## src/rtl/dep_pkg.sv

```systemverilog
`timescale 1ns / 1ps
`default_nettype none
package dep_pkg;

  localparam int NAME_CAP = 16;
  localparam int LEN_W    = $clog2(NAME_CAP + 1);
  localparam int IDX_W    = (NAME_CAP > 1) ? $clog2(NAME_CAP) : 1;

  localparam logic [7:0] CH_SPACE = 8'h20;
  localparam logic [7:0] CH_DASH  = 8'h2D;
  localparam logic [7:0] CH_GT    = 8'h3E;
  localparam logic [7:0] CH_UNDER = 8'h5F;
  localparam logic [7:0] CH_LF    = 8'h0A;
  localparam logic [7:0] CH_CR    = 8'h0D;

  typedef enum logic [2:0] {
    M_IDLE,
    M_SOURCE,
    M_WAIT_ARROW,
    M_RX_ARROW,
    M_DESTINATION,
    M_LINE_DONE
  } mode_t;

  typedef enum logic [2:0] {
    C_NAME,
    C_SPACE,
    C_DASH,
    C_GT,
    C_EOL,
    C_OTHER
  } cls_t;

  typedef enum logic {
    P_PARSE,
    P_EMIT
  } phase_t;

  typedef enum logic [1:0] {
    G_DST,
    G_SPACE,
    G_SRC,
    G_LF
  } seg_t;

  typedef struct packed {
    logic take;
    logic src_start;
    logic src_append;
    logic dst_start;
    logic dst_append;
    logic clr_dst;
    logic clr_both;
    logic emit_start;
    logic emit_run;
  } cmd_t;

  typedef struct packed {
    cls_t cls;
    logic prev_dash;
    logic emit_done;
  } stat_t;

  function automatic cls_t classify(input logic [7:0] c);
    cls_t k;
    if ((c >= "0" && c <= "9") || c == CH_UNDER ||
        (c >= "a" && c <= "z") || (c >= "A" && c <= "Z")) begin
      k = C_NAME;
    end else if (c == CH_SPACE) begin
      k = C_SPACE;
    end else if (c == CH_DASH) begin
      k = C_DASH;
    end else if (c == CH_GT) begin
      k = C_GT;
    end else if (c == CH_LF || c == CH_CR) begin
      k = C_EOL;
    end else begin
      k = C_OTHER;
    end
    return k;
  endfunction

endpackage
`default_nettype wire

```

## src/rtl/dep_ctrl.sv

```systemverilog
`timescale 1ns / 1ps
`default_nettype none
module dep_ctrl (
  input  wire logic          clk,
  input  wire logic          rst_n,
  input  wire logic          in_valid,
  output logic               in_stall,
  input  dep_pkg::stat_t     stat,
  output dep_pkg::cmd_t      cmd
);
  import dep_pkg::*;

  mode_t  mode_r,  mode_nxt;
  phase_t phase_r, phase_nxt;
  logic   accept;

  always_ff @(posedge clk) begin
    if (!rst_n) begin
      mode_r  <= M_IDLE;
      phase_r <= P_PARSE;
    end else begin
      mode_r  <= mode_nxt;
      phase_r <= phase_nxt;
    end
  end

  assign in_stall = (phase_r == P_EMIT);
  assign accept   = in_valid && (phase_r == P_PARSE);

  always_comb begin
    mode_nxt  = mode_r;
    phase_nxt = phase_r;
    cmd       = '0;
    cmd.take     = accept;
    cmd.emit_run = (phase_r == P_EMIT);

    if (phase_r == P_EMIT && stat.emit_done) begin
      phase_nxt = P_PARSE;
    end

    if (accept) begin
      case (mode_r)
        M_IDLE: begin
          if (stat.cls == C_NAME) begin
            cmd.src_start = 1'b1;
            mode_nxt      = M_SOURCE;
          end
        end
        M_SOURCE: begin
          if (stat.cls == C_NAME) begin
            cmd.src_append = 1'b1;
          end else if (stat.cls == C_SPACE || stat.cls == C_DASH) begin
            mode_nxt = M_WAIT_ARROW;
          end else if (stat.cls == C_GT || stat.cls == C_EOL) begin
            cmd.clr_both = 1'b1;
            mode_nxt     = M_IDLE;
          end
        end
        M_WAIT_ARROW: begin
          if (stat.cls == C_NAME || stat.cls == C_EOL) begin
            cmd.clr_both = 1'b1;
            mode_nxt     = M_IDLE;
          end else if (stat.cls == C_SPACE) begin
            if (stat.prev_dash) begin
              cmd.clr_both = 1'b1;
              mode_nxt     = M_IDLE;
            end
          end else if (stat.cls == C_GT) begin
            if (stat.prev_dash) begin
              cmd.clr_dst = 1'b1;
              mode_nxt    = M_RX_ARROW;
            end else begin
              cmd.clr_both = 1'b1;
              mode_nxt     = M_IDLE;
            end
          end
        end
        M_RX_ARROW: begin
          if (stat.cls == C_NAME) begin
            cmd.dst_start = 1'b1;
            mode_nxt      = M_DESTINATION;
          end else if (stat.cls != C_SPACE) begin
            cmd.clr_both = 1'b1;
            mode_nxt     = M_IDLE;
          end
        end
        M_DESTINATION: begin
          if (stat.cls == C_NAME) begin
            cmd.dst_append = 1'b1;
          end else begin
            // lengths are cleared by the datapath once the line is out
            cmd.emit_start = 1'b1;
            phase_nxt      = P_EMIT;
            mode_nxt       = (stat.cls == C_EOL) ? M_IDLE : M_LINE_DONE;
          end
        end
        M_LINE_DONE: begin
          if (stat.cls == C_EOL) begin
            mode_nxt = M_IDLE;
          end
        end
        default: begin
          mode_nxt = mode_r;
        end
      endcase
    end
  end

endmodule
`default_nettype wire

```

## src/rtl/dep_dp.sv

```systemverilog
`timescale 1ns / 1ps
`default_nettype none
module dep_dp (
  input  wire logic          clk,
  input  wire logic          rst_n,
  input  wire logic [7:0]    in_char_in,
  input  dep_pkg::cmd_t      cmd,
  output dep_pkg::stat_t     stat,
  output logic               out_valid,
  input  wire logic          out_stall,
  output logic [7:0]         out_byte,
  output logic               out_last
);
  import dep_pkg::*;

  logic [7:0]       src_name_r [NAME_CAP];
  logic [7:0]       dst_name_r [NAME_CAP];
  logic [LEN_W-1:0] src_len_r, src_len_nxt;
  logic [LEN_W-1:0] dst_len_r, dst_len_nxt;
  logic [7:0]       prev_r;
  seg_t             seg_r, seg_nxt;
  logic [LEN_W-1:0] idx_r, idx_nxt;
  logic             out_valid_r, out_valid_nxt;
  logic [7:0]       out_byte_r, out_byte_nxt;
  logic             out_last_r, out_last_nxt;
  logic             step;
  logic             emit_done;
  logic             src_wr, dst_wr;
  logic [IDX_W-1:0] src_wa, dst_wa;

  assign stat.cls       = classify(in_char_in);
  assign stat.prev_dash = (prev_r == CH_DASH);
  assign stat.emit_done = emit_done;

  // advance one byte whenever the output register is free or draining
  assign step = cmd.emit_run && (!out_valid_r || !out_stall);

  // name capture; appends beyond the cap are dropped
  always_comb begin
    src_wr = 1'b0;
    dst_wr = 1'b0;
    src_wa = src_len_r[IDX_W-1:0];
    dst_wa = dst_len_r[IDX_W-1:0];
    src_len_nxt = src_len_r;
    dst_len_nxt = dst_len_r;
    if (cmd.src_start) begin
      src_wr      = 1'b1;
      src_wa      = '0;
      src_len_nxt = LEN_W'(1);
    end else if (cmd.src_append && src_len_r < LEN_W'(NAME_CAP)) begin
      src_wr      = 1'b1;
      src_len_nxt = src_len_r + LEN_W'(1);
    end
    if (cmd.dst_start) begin
      dst_wr      = 1'b1;
      dst_wa      = '0;
      dst_len_nxt = LEN_W'(1);
    end else if (cmd.dst_append && dst_len_r < LEN_W'(NAME_CAP)) begin
      dst_wr      = 1'b1;
      dst_len_nxt = dst_len_r + LEN_W'(1);
    end
    if (cmd.clr_dst) begin
      dst_len_nxt = '0;
    end
    if (cmd.clr_both || emit_done) begin
      src_len_nxt = '0;
      dst_len_nxt = '0;
    end
  end

  always_ff @(posedge clk) begin
    if (src_wr) begin
      src_name_r[src_wa] <= in_char_in;
    end
    if (dst_wr) begin
      dst_name_r[dst_wa] <= in_char_in;
    end
  end

  // emit sequencer: destination, space, source, LF
  always_comb begin
    seg_nxt       = seg_r;
    idx_nxt       = idx_r;
    out_valid_nxt = out_valid_r;
    out_byte_nxt  = out_byte_r;
    out_last_nxt  = out_last_r;
    emit_done     = 1'b0;

    if (out_valid_r && !out_stall) begin
      out_valid_nxt = 1'b0;
    end

    if (cmd.emit_start) begin
      seg_nxt = (dst_len_r != '0) ? G_DST : G_SPACE;
      idx_nxt = '0;
    end else if (step) begin
      out_valid_nxt = 1'b1;
      out_last_nxt  = 1'b0;
      case (seg_r)
        G_DST: begin
          out_byte_nxt = dst_name_r[idx_r[IDX_W-1:0]];
          if (idx_r + LEN_W'(1) == dst_len_r) begin
            seg_nxt = G_SPACE;
          end else begin
            idx_nxt = idx_r + LEN_W'(1);
          end
        end
        G_SPACE: begin
          out_byte_nxt = CH_SPACE;
          idx_nxt      = '0;
          seg_nxt      = (src_len_r != '0) ? G_SRC : G_LF;
        end
        G_SRC: begin
          out_byte_nxt = src_name_r[idx_r[IDX_W-1:0]];
          if (idx_r + LEN_W'(1) == src_len_r) begin
            seg_nxt = G_LF;
          end else begin
            idx_nxt = idx_r + LEN_W'(1);
          end
        end
        G_LF: begin
          out_byte_nxt = CH_LF;
          out_last_nxt = 1'b1;
          emit_done    = 1'b1;
        end
        default: begin
          seg_nxt = G_LF;
        end
      endcase
    end
  end

  always_ff @(posedge clk) begin
    if (!rst_n) begin
      src_len_r   <= '0;
      dst_len_r   <= '0;
      prev_r      <= '0;
      out_valid_r <= 1'b0;
      seg_r       <= G_DST;
      idx_r       <= '0;
    end else begin
      src_len_r   <= src_len_nxt;
      dst_len_r   <= dst_len_nxt;
      out_valid_r <= out_valid_nxt;
      seg_r       <= seg_nxt;
      idx_r       <= idx_nxt;
      if (cmd.take) begin
        prev_r <= in_char_in;
      end
    end
  end

  always_ff @(posedge clk) begin
    out_byte_r <= out_byte_nxt;
    out_last_r <= out_last_nxt;
  end

  assign out_valid = out_valid_r;
  assign out_byte  = out_byte_r;
  assign out_last  = out_last_r;

endmodule
`default_nettype wire

```

## src/rtl/dot_edge_parser.sv

```systemverilog
// Edge line extractor for "src -> dst" text.
// Input channel: one text byte per transfer on in_char_in (in_valid/in_stall).
// Output channel: bytes of the line "dst src" and LF on out_byte, with
// out_last high on the LF (out_valid/out_stall).
// Throughput: a byte that finishes no edge is taken without stalling. The byte
// that ends a destination name starts the emit sequencer, which puts out
// dst_len + src_len + 2 bytes through the output register, one byte a cycle
// while out_stall is low, with in_stall held high meanwhile. The first output
// byte follows that byte through the phase register and the output register.
// The output register parts the two sides: the last byte of a line may wait
// in it while the next input bytes are taken.
// When the receiver stalls, the output register holds its byte and the emit
// sequencer waits; input stays stalled until the LF has been loaded.
// Reset (rst_n low, synchronous) returns the parser to idle, clears both name
// lengths, the previous byte and the output valid. Name bytes beyond the
// capacity of 16 are dropped.
`timescale 1ns / 1ps
`default_nettype none
module dot_edge_parser (
  input  wire logic       clk,
  input  wire logic       rst_n,
  input  wire logic       in_valid,
  output logic            in_stall,
  input  wire logic [7:0] in_char_in,
  output logic            out_valid,
  input  wire logic       out_stall,
  output logic [7:0]      out_byte,
  output logic            out_last
);
  import dep_pkg::*;

  cmd_t  cmd;
  stat_t stat;

  dep_ctrl u_ctrl (
    .clk      (clk),
    .rst_n    (rst_n),
    .in_valid (in_valid),
    .in_stall (in_stall),
    .stat     (stat),
    .cmd      (cmd)
  );

  dep_dp u_dp (
    .clk        (clk),
    .rst_n      (rst_n),
    .in_char_in (in_char_in),
    .cmd        (cmd),
    .stat       (stat),
    .out_valid  (out_valid),
    .out_stall  (out_stall),
    .out_byte   (out_byte),
    .out_last   (out_last)
  );

endmodule
`default_nettype wire
```

## config.mk

```make
export PLATFORM = sky130hd
export DESIGN_NAME = dot_edge_parser
export DESIGN_NICKNAME = d
export VERILOG_FILES = /design/src/rtl/dep_pkg.sv /design/src/rtl/dep_ctrl.sv /design/src/rtl/dep_dp.sv /design/src/rtl/dot_edge_parser.sv
export SDC_FILE = /design/constraint.sdc
export NUM_CORES = 1
export LEC_CHECK = 0
export BUFFER_PORTS_ARGS = -buffer_cell sky130_fd_sc_hd__buf_2
export CAP_MARGIN = 10
export CORE_ASPECT_RATIO = 0.6
export CORE_MARGIN = 2
export CORE_UTILIZATION = 56
export DETAILED_ROUTE_END_ITERATION = 10
export PLACE_DENSITY = 0.75
export SYNTH_ARGS = -nofsm -noshare
export SYNTH_HDL_FRONTEND = slang
export SYNTH_HIERARCHICAL = 1
export SYNTH_SLANG_ARGS = --single-unit
```

## constraint.sdc

```tcl
create_clock -name clk -period 4 [get_ports clk]
set_input_delay 0.4 -clock clk [delete_from_list [all_inputs] [get_ports clk]]
set_output_delay 0.4 -clock clk [all_outputs]
set_load 0.01 [all_outputs]
```

== Yosys cells after proc, flatten, opt, wreduce, memory -nomap -nowiden ==
Memories as Yosys holds them, arrays and structs flattened. A register that Yosys moved wholly into a read port is not among the register bits.
Cells that the tools add are included.

* Register bits: 39
* Memory bits (writable): 256
* Output and inout bits: 11
* Logic and storage cells: 183
* Memories: 2

{| class="wikitable"
|+ Memories
! name !! words !! width !! rd ports !! clocked after memory_dff !! wr ports !! RTL line !! source
|-
| u_dp.dst_name_r || 16 || 8 || 1 || 1 || 1 || dep_dp.sv:17 || <nowiki>logic [7:0] dst_name_r [NAME_CAP];</nowiki>
|-
| u_dp.src_name_r || 16 || 8 || 1 || 1 || 1 || dep_dp.sv:16 || <nowiki>logic [7:0] src_name_r [NAME_CAP];</nowiki>
|}

* $add $sub $neg: 3
* Magnitude comparators: 8
* Eq/ne operators: 34
* Multiplexer cells: 81
* Bitwise operators: 3
* Reductions and logical operators: 40

{| class="wikitable"
|+ Operator list
! operator !! count
|-
| 3-bit 2-to-1 mux || 17
|-
| 1-bit 2-to-1 mux || 44
|-
| 8-bit by 6-bit equality test with 1-bit output, second input constant || 4
|-
| 8-bit one-hot mux with 4 select lines || 1
|-
| 4-bit 2-to-1 mux || 6
|-
| 3-bit one-hot mux with 6 select lines || 1
|-
| 8-bit by 4-bit equality test with 1-bit output, second input constant || 2
|-
| 8-bit by 7-bit >= comparator with 1-bit output, second input constant || 2
|-
| 8-bit by 7-bit <= comparator with 1-bit output, second input constant || 2
|-
| 5-bit by 1-bit adder with 5-bit output, second input constant || 3
|-
| 5-bit one-hot mux with 3 select lines || 1
|-
| 3-bit by 2-bit equality test with 1-bit output, second input constant || 4
|-
| 2-bit 2-to-1 mux || 6
|-
| 5-bit equality test || 2
|-
| 5-bit less-than comparator, second input constant || 2
|-
| 5-bit 2-to-1 mux || 2
|-
| 10-bit AND reduction || 1
|-
| 5-bit nonzero test || 2
|-
| 3-bit equality test, second input constant || 3
|-
| 1-bit logical AND || 9
|-
| 1-bit logical OR || 9
|-
| 3-bit by 1-bit != test with 1-bit output, second input constant || 3
|-
| 8-bit by 7-bit equality test with 1-bit output, second input constant || 1
|-
| 8-bit by 6-bit >= comparator with 1-bit output, second input constant || 1
|-
| 25 further kinds || 41
|}

== Depth between registers and ports, before layout ==
* Depth after elaboration: 20
* Depth in mapped cells: 15
* Mapped depth without buffers: 13

== By module ==
The synthesis kept the hierarchy.

{| class="wikitable"
|+ Modules (own cells, without submodules)
! module !! times used !! cells an instance !! area each (um^2) !! seq. area each (um^2)
|-
| dep_dp || 1 || 646 || 12056.6 || 8558.2
|-
| dep_ctrl || 1 || 71 || 524.3 || 80.1
|}

== Least setup slack after synthesis ==
Ideal clock, no wire load.

* Path kind: input-to-reg
* Start point: in in_char_in[5]
* End point: mem u_dp.src_name_r[0][0], enable pin
* Setup time: 387 ps
* Arrival time: 3618 ps
* Data required time: 3613 ps
* Path slack: -4 ps
* Cell stages on the path: 11
* Path buffers: 2
* Path through: or4b_2 -> o21ai_0 -> a41oi_1 -> buf_4 -> nor3_1 -> nand2_1 -> nor3_1 -> nor2b_1 -> clkbuf_1 -> or3b_2 -> o31ai_1

{| class="wikitable"
|+ RTL lines
! item !! RTL line !! source
|-
| start, declared || dot_edge_parser.sv:24 || <nowiki>input wire logic [7:0] in_char_in,</nowiki>
|-
| end, declared || dep_dp.sv:16 ||
|}

==> impl_summary.md <==
STA
The clock skew is around 0.008 ns. The highest achievable clock rate is 293 MHz. The number of hold-slack violations in the final timing report is 0. The max-slew violation count was 0. The worst pin sits at a relative slew slack of 33.4%. For the pin with the worst max-slew slack, the measured transition is 0.998 ns. Setup violations remaining at the end of the flow were counted as 0.

The time the worst path needs with I/O delays and setup is 3.42 ns. Summed over all failing endpoints, the final setup total negative slack is 0 ns. After layout, the worst path uses 85.4% of the clock period.

Setup repair after global routing left no endpoint under its margin.

GRT
After global routing the overflow that remains totals 0. The total global-route track usage is 25.7%. The via count of the first global-routing pass is 6,905.

The initial antenna violation count was 3. Entering global routing, the biggest net connects 44 pins. The first global-routing pass estimated about 44,000 um of wire.

Yosys
Yosys printed 6 warnings. The number of nets in the synthesized netlist is 738. The cell area that synthesis handed to floorplanning was approximately 13,000 um^2. For this run, asynchronously set or reset flops after synthesis account for 0%. The synthesized area divided by synthesized cell count is 17.5 um^2. Synthesis produced 717 cells.

Sequential elements use 68.7% of the synthesized area. In this run, synthesis produced a sequential element count of 299. For this run, the leading register cell type out of synthesis is sky130_fd_sc_hd__edfxtp_1. Counting flops with a built-in enable in the synthesized netlist gives 265.

After synthesis, the netlist uses 62 different library cells.

Run
The number of maximum-capacitance constraint violations is 0.

Die
The core footprint is 22,100 um^2. The die outline area is 23,700 um^2. Measured along the x axis, the die boundary spans 198 um.

The number of top-level design ports is 23. The starting density of the core is 57.0%. The height of the die is 120 um. In this run the core area contains 42 standard-cell rows.

Placement
At the end of routability-driven placement, the weighted congestion stood at 0.917. Once placement finished, the instance area stood at 13,300 um^2. Port buffering added 22 buffers. Detailed placement ended at an HPWL of 19,700 um. The cell count after placement is approximately 1,000.

Clocking
The clock drives about 300 sinks. The CTS root buffer is sky130_fd_sc_hd__clkbuf_16. The number of hold buffers added after CTS is 0. The clock latency at the later pin of the worst-skew pair is 0.56 ns. Clock-pin slew was measured on the worst setup and hold paths at 0.07 ns.

The maximum number of buffers from clock root to sink is 3. In this run, CTS created clock tree buffers numbering 27. The total of cells resized after clock tree synthesis is 0. The TritonCTS clock tree is built. CTS built an H-tree with a depth of 1. The buffer count from post-CTS setup fixing is 0.

Status
The run finished with clean final reports.

Min path
The worst hold path begins at in_char_in[3]. The number of instances on the worst hold path is 1. In this run the worst hold path is classified as in2reg. For hold timing, the worst endpoint is u_dp/src_name_r[10][3].

Power and ir drop
The power per standard cell area is 437 nW/um^2. Summed over all cells, the static leakage comes to 4.57 nW. The worst-case IR drop observed on VDD is 0.406 mV.

Drt
The average vias per placed instance is 6.44. Summing over every cut layer, the via total after detailed routing is 7,043. The count of unresolved DRC violations after routing is 0.

The routed length per instance is around 27 um. The initial detailed-routing violation count is 950. The routed wire length is 29,100 um. The detailed-router iteration count before antenna repair is 5. The remaining antenna violation count is 0.

Final layout
The number of standard cells in the layout, taps in and fillers out is ~1,100. The share of post-route cells with drive strength above 1 is 27.7%. The final instance area is 14,200 um^2. The footprint of the flip-flops and latches is approximately 8600 um^2. The most common cell after layout, fill and taps aside is sky130_fd_sc_hd__edfxtp_1. The antenna cell count is 0. The multi-input logic area is 3650 um^2.

Leaving out fill and tap cells, the most frequent cells in the layout are sky130_fd_sc_hd__edfxtp_1, sky130_fd_sc_hd__mux4_2, sky130_fd_sc_hd__buf_4. Counting the fill cells in the layout gives 1,505. The final layout net count is about 810. Compared with the post-synthesis result, the final layout area differs by 12.5%.

Setup path
The type of element capturing the critical path is a register. The register-to-register setup slack is between 0.9 and 1 ns. The endpoint identified for the worst register-to-register timing path is u_dp/src_name_r[3][5]. The type of the setup path with the least slack is in2reg. The worst path required time is 4.27 ns. The depth of the worst register-to-register path is 8. The maximum fanout count along the critical path is 20.

The worst setup path is launched from an input pin. For the worst setup path, the data arrival time is between 3 and 4 ns. The worst register-to-register path begins at u_ctrl/in_stall.
[flip-flops by register name (all words and copies together), names as in the netlist, 2 cells and up, named ones only]
register,count
u_dp/dst_len_r,5
u_dp/idx_r,5
u_dp/dst_name_r,128
u_dp/src_name_r,128
u_dp/seg_r,2
u_dp/out_byte,8
u_dp/src_len_r,5
u_dp/prev_r,8
u_ctrl/mode_r,3
[worst max path at each step]
stage	from	endpoint	slack, ns	cells after the start
after global placement	in_char_in[5]	u_dp/src_name_r[3][2]	0.27	14
after CTS	in_char_in[5]	u_dp/src_name_r[3][5]	0.61	14
after global routing	in_char_in[5]	u_dp/src_name_r[3][5]	0.42	14
after detailed placement	in_char_in[5]	u_dp/src_name_r[3][4]	0.12	14
final	in_char_in[5]	u_dp/src_name_r[3][5]	0.58	14
after floorplan	in_char_in[5]	u_dp/src_name_r[3][0]	0.05	11
[layout make-up]
type                            instances  share of cell area (%)
Multi-Input combinational cell        363                    25.8
Inverter                               12                   0.318
Tap cell                              286                    2.53
Clock inverter                         14                    1.03
Timing Repair Buffer                   85                    4.30
Clock buffer                           35                    4.98
Sequential cell                       299                    61.1
[per-stage QoR]
| stage | utilization (%) | hold slack (ns) | power [W] | setup slack, ns |
|---|---|---|---|---|
| global placement | 60.3 | 0.491 | 0.00372 | 0.265 |
| detailed placement | 60.3 | 0.507 | 0.00373 | 0.122 |
| CTS | 64.1 | 0.107 | 0.00622 | 0.615 |
| floorplan | - | 0.473 | 0.00362 | 0.0475 |
| global route | 64.1 | 0.113 | 0.00637 | 0.420 |
| finish | 64.1 | 0.122 | 0.00618 | 0.585 |
[critical path, stage by stage]
cell,delay [ns]
sky130_fd_sc_hd__buf_2,0.12
sky130_fd_sc_hd__buf_4,0.20
sky130_fd_sc_hd__nand4b_1,0.19
sky130_fd_sc_hd__o21ai_0,0.10
sky130_fd_sc_hd__nand2_1,0.08
sky130_fd_sc_hd__a311oi_1,0.38
sky130_fd_sc_hd__a41oi_1,0.11
sky130_fd_sc_hd__nor3_1,0.38
sky130_fd_sc_hd__nand2_1,0.17
sky130_fd_sc_hd__nor3_1,0.26
sky130_fd_sc_hd__nor2b_1,0.23
sky130_fd_sc_hd__or3b_2,0.52
sky130_fd_sc_hd__nor3_1,0.28
sky130_fd_sc_hd__buf_4,0.23
[cells in the mapped netlist (5+ instances only)]
library cell               count  area share [%]
sky130_fd_sc_hd__edfxtp_1    265              63
sky130_fd_sc_hd__mux4_2       80              14
sky130_fd_sc_hd__nor2_1       52             1.6
sky130_fd_sc_hd__dfxtp_1      34             5.4
sky130_fd_sc_hd__nand2_1      26            0.78
sky130_fd_sc_hd__nor2b_1      19            0.94
sky130_fd_sc_hd__clkbuf_1     16            0.48
sky130_fd_sc_hd__a21oi_1      15            0.60
sky130_fd_sc_hd__nor3_1       15            0.60
sky130_fd_sc_hd__inv_1        12            0.36
sky130_fd_sc_hd__mux2i_1      12            0.95
sky130_fd_sc_hd__nand3_1      12            0.48
sky130_fd_sc_hd__xnor2_1      12            0.84
sky130_fd_sc_hd__xor2_1       10            0.70
sky130_fd_sc_hd__buf_2         9            0.36
sky130_fd_sc_hd__ha_1          9            0.90
sky130_fd_sc_hd__o21ai_0       8            0.32
sky130_fd_sc_hd__buf_4         7            0.42
sky130_fd_sc_hd__buf_6         7            0.63
sky130_fd_sc_hd__nand4_1       7            0.35
sky130_fd_sc_hd__a31oi_1       6            0.30
sky130_fd_sc_hd__a32o_1        5            0.40
sky130_fd_sc_hd__and3_1        5            0.25
sky130_fd_sc_hd__nand2b_1      5            0.25
sky130_fd_sc_hd__o21ai_1       5            0.20
[logic make-up after synthesis]
logic type	count (synthesis)	share of synthesized area (%)
AO/OA/AOI/OAI	71	3.92
XOR/XNOR	24	1.89
adder cells (fa/ha/maj)	9	0.895
flip-flops	299	68.7
multiplexers	92	15.3
buffers and inverters	55	2.36
AND/OR/NAND/NOR	167	7.00
[report_power, final]
part           total, W  internal [W]  switching, W
clock network   0.00252       0.00139       0.00113
registers       0.00342       0.00340     0.0000182
logic          0.000245     0.0000955      0.000149
[per-layer routing]
metal,GRT usage [%],up-vias,share of wire (%)
li1,-,3013,-
met4,4.56,0,1.5
met5,0,-,0
met2,36.3,387,43
met1,40.5,3592,43
met3,7.11,51,12
No activity file was read; power rests on OpenSTA's default activity.
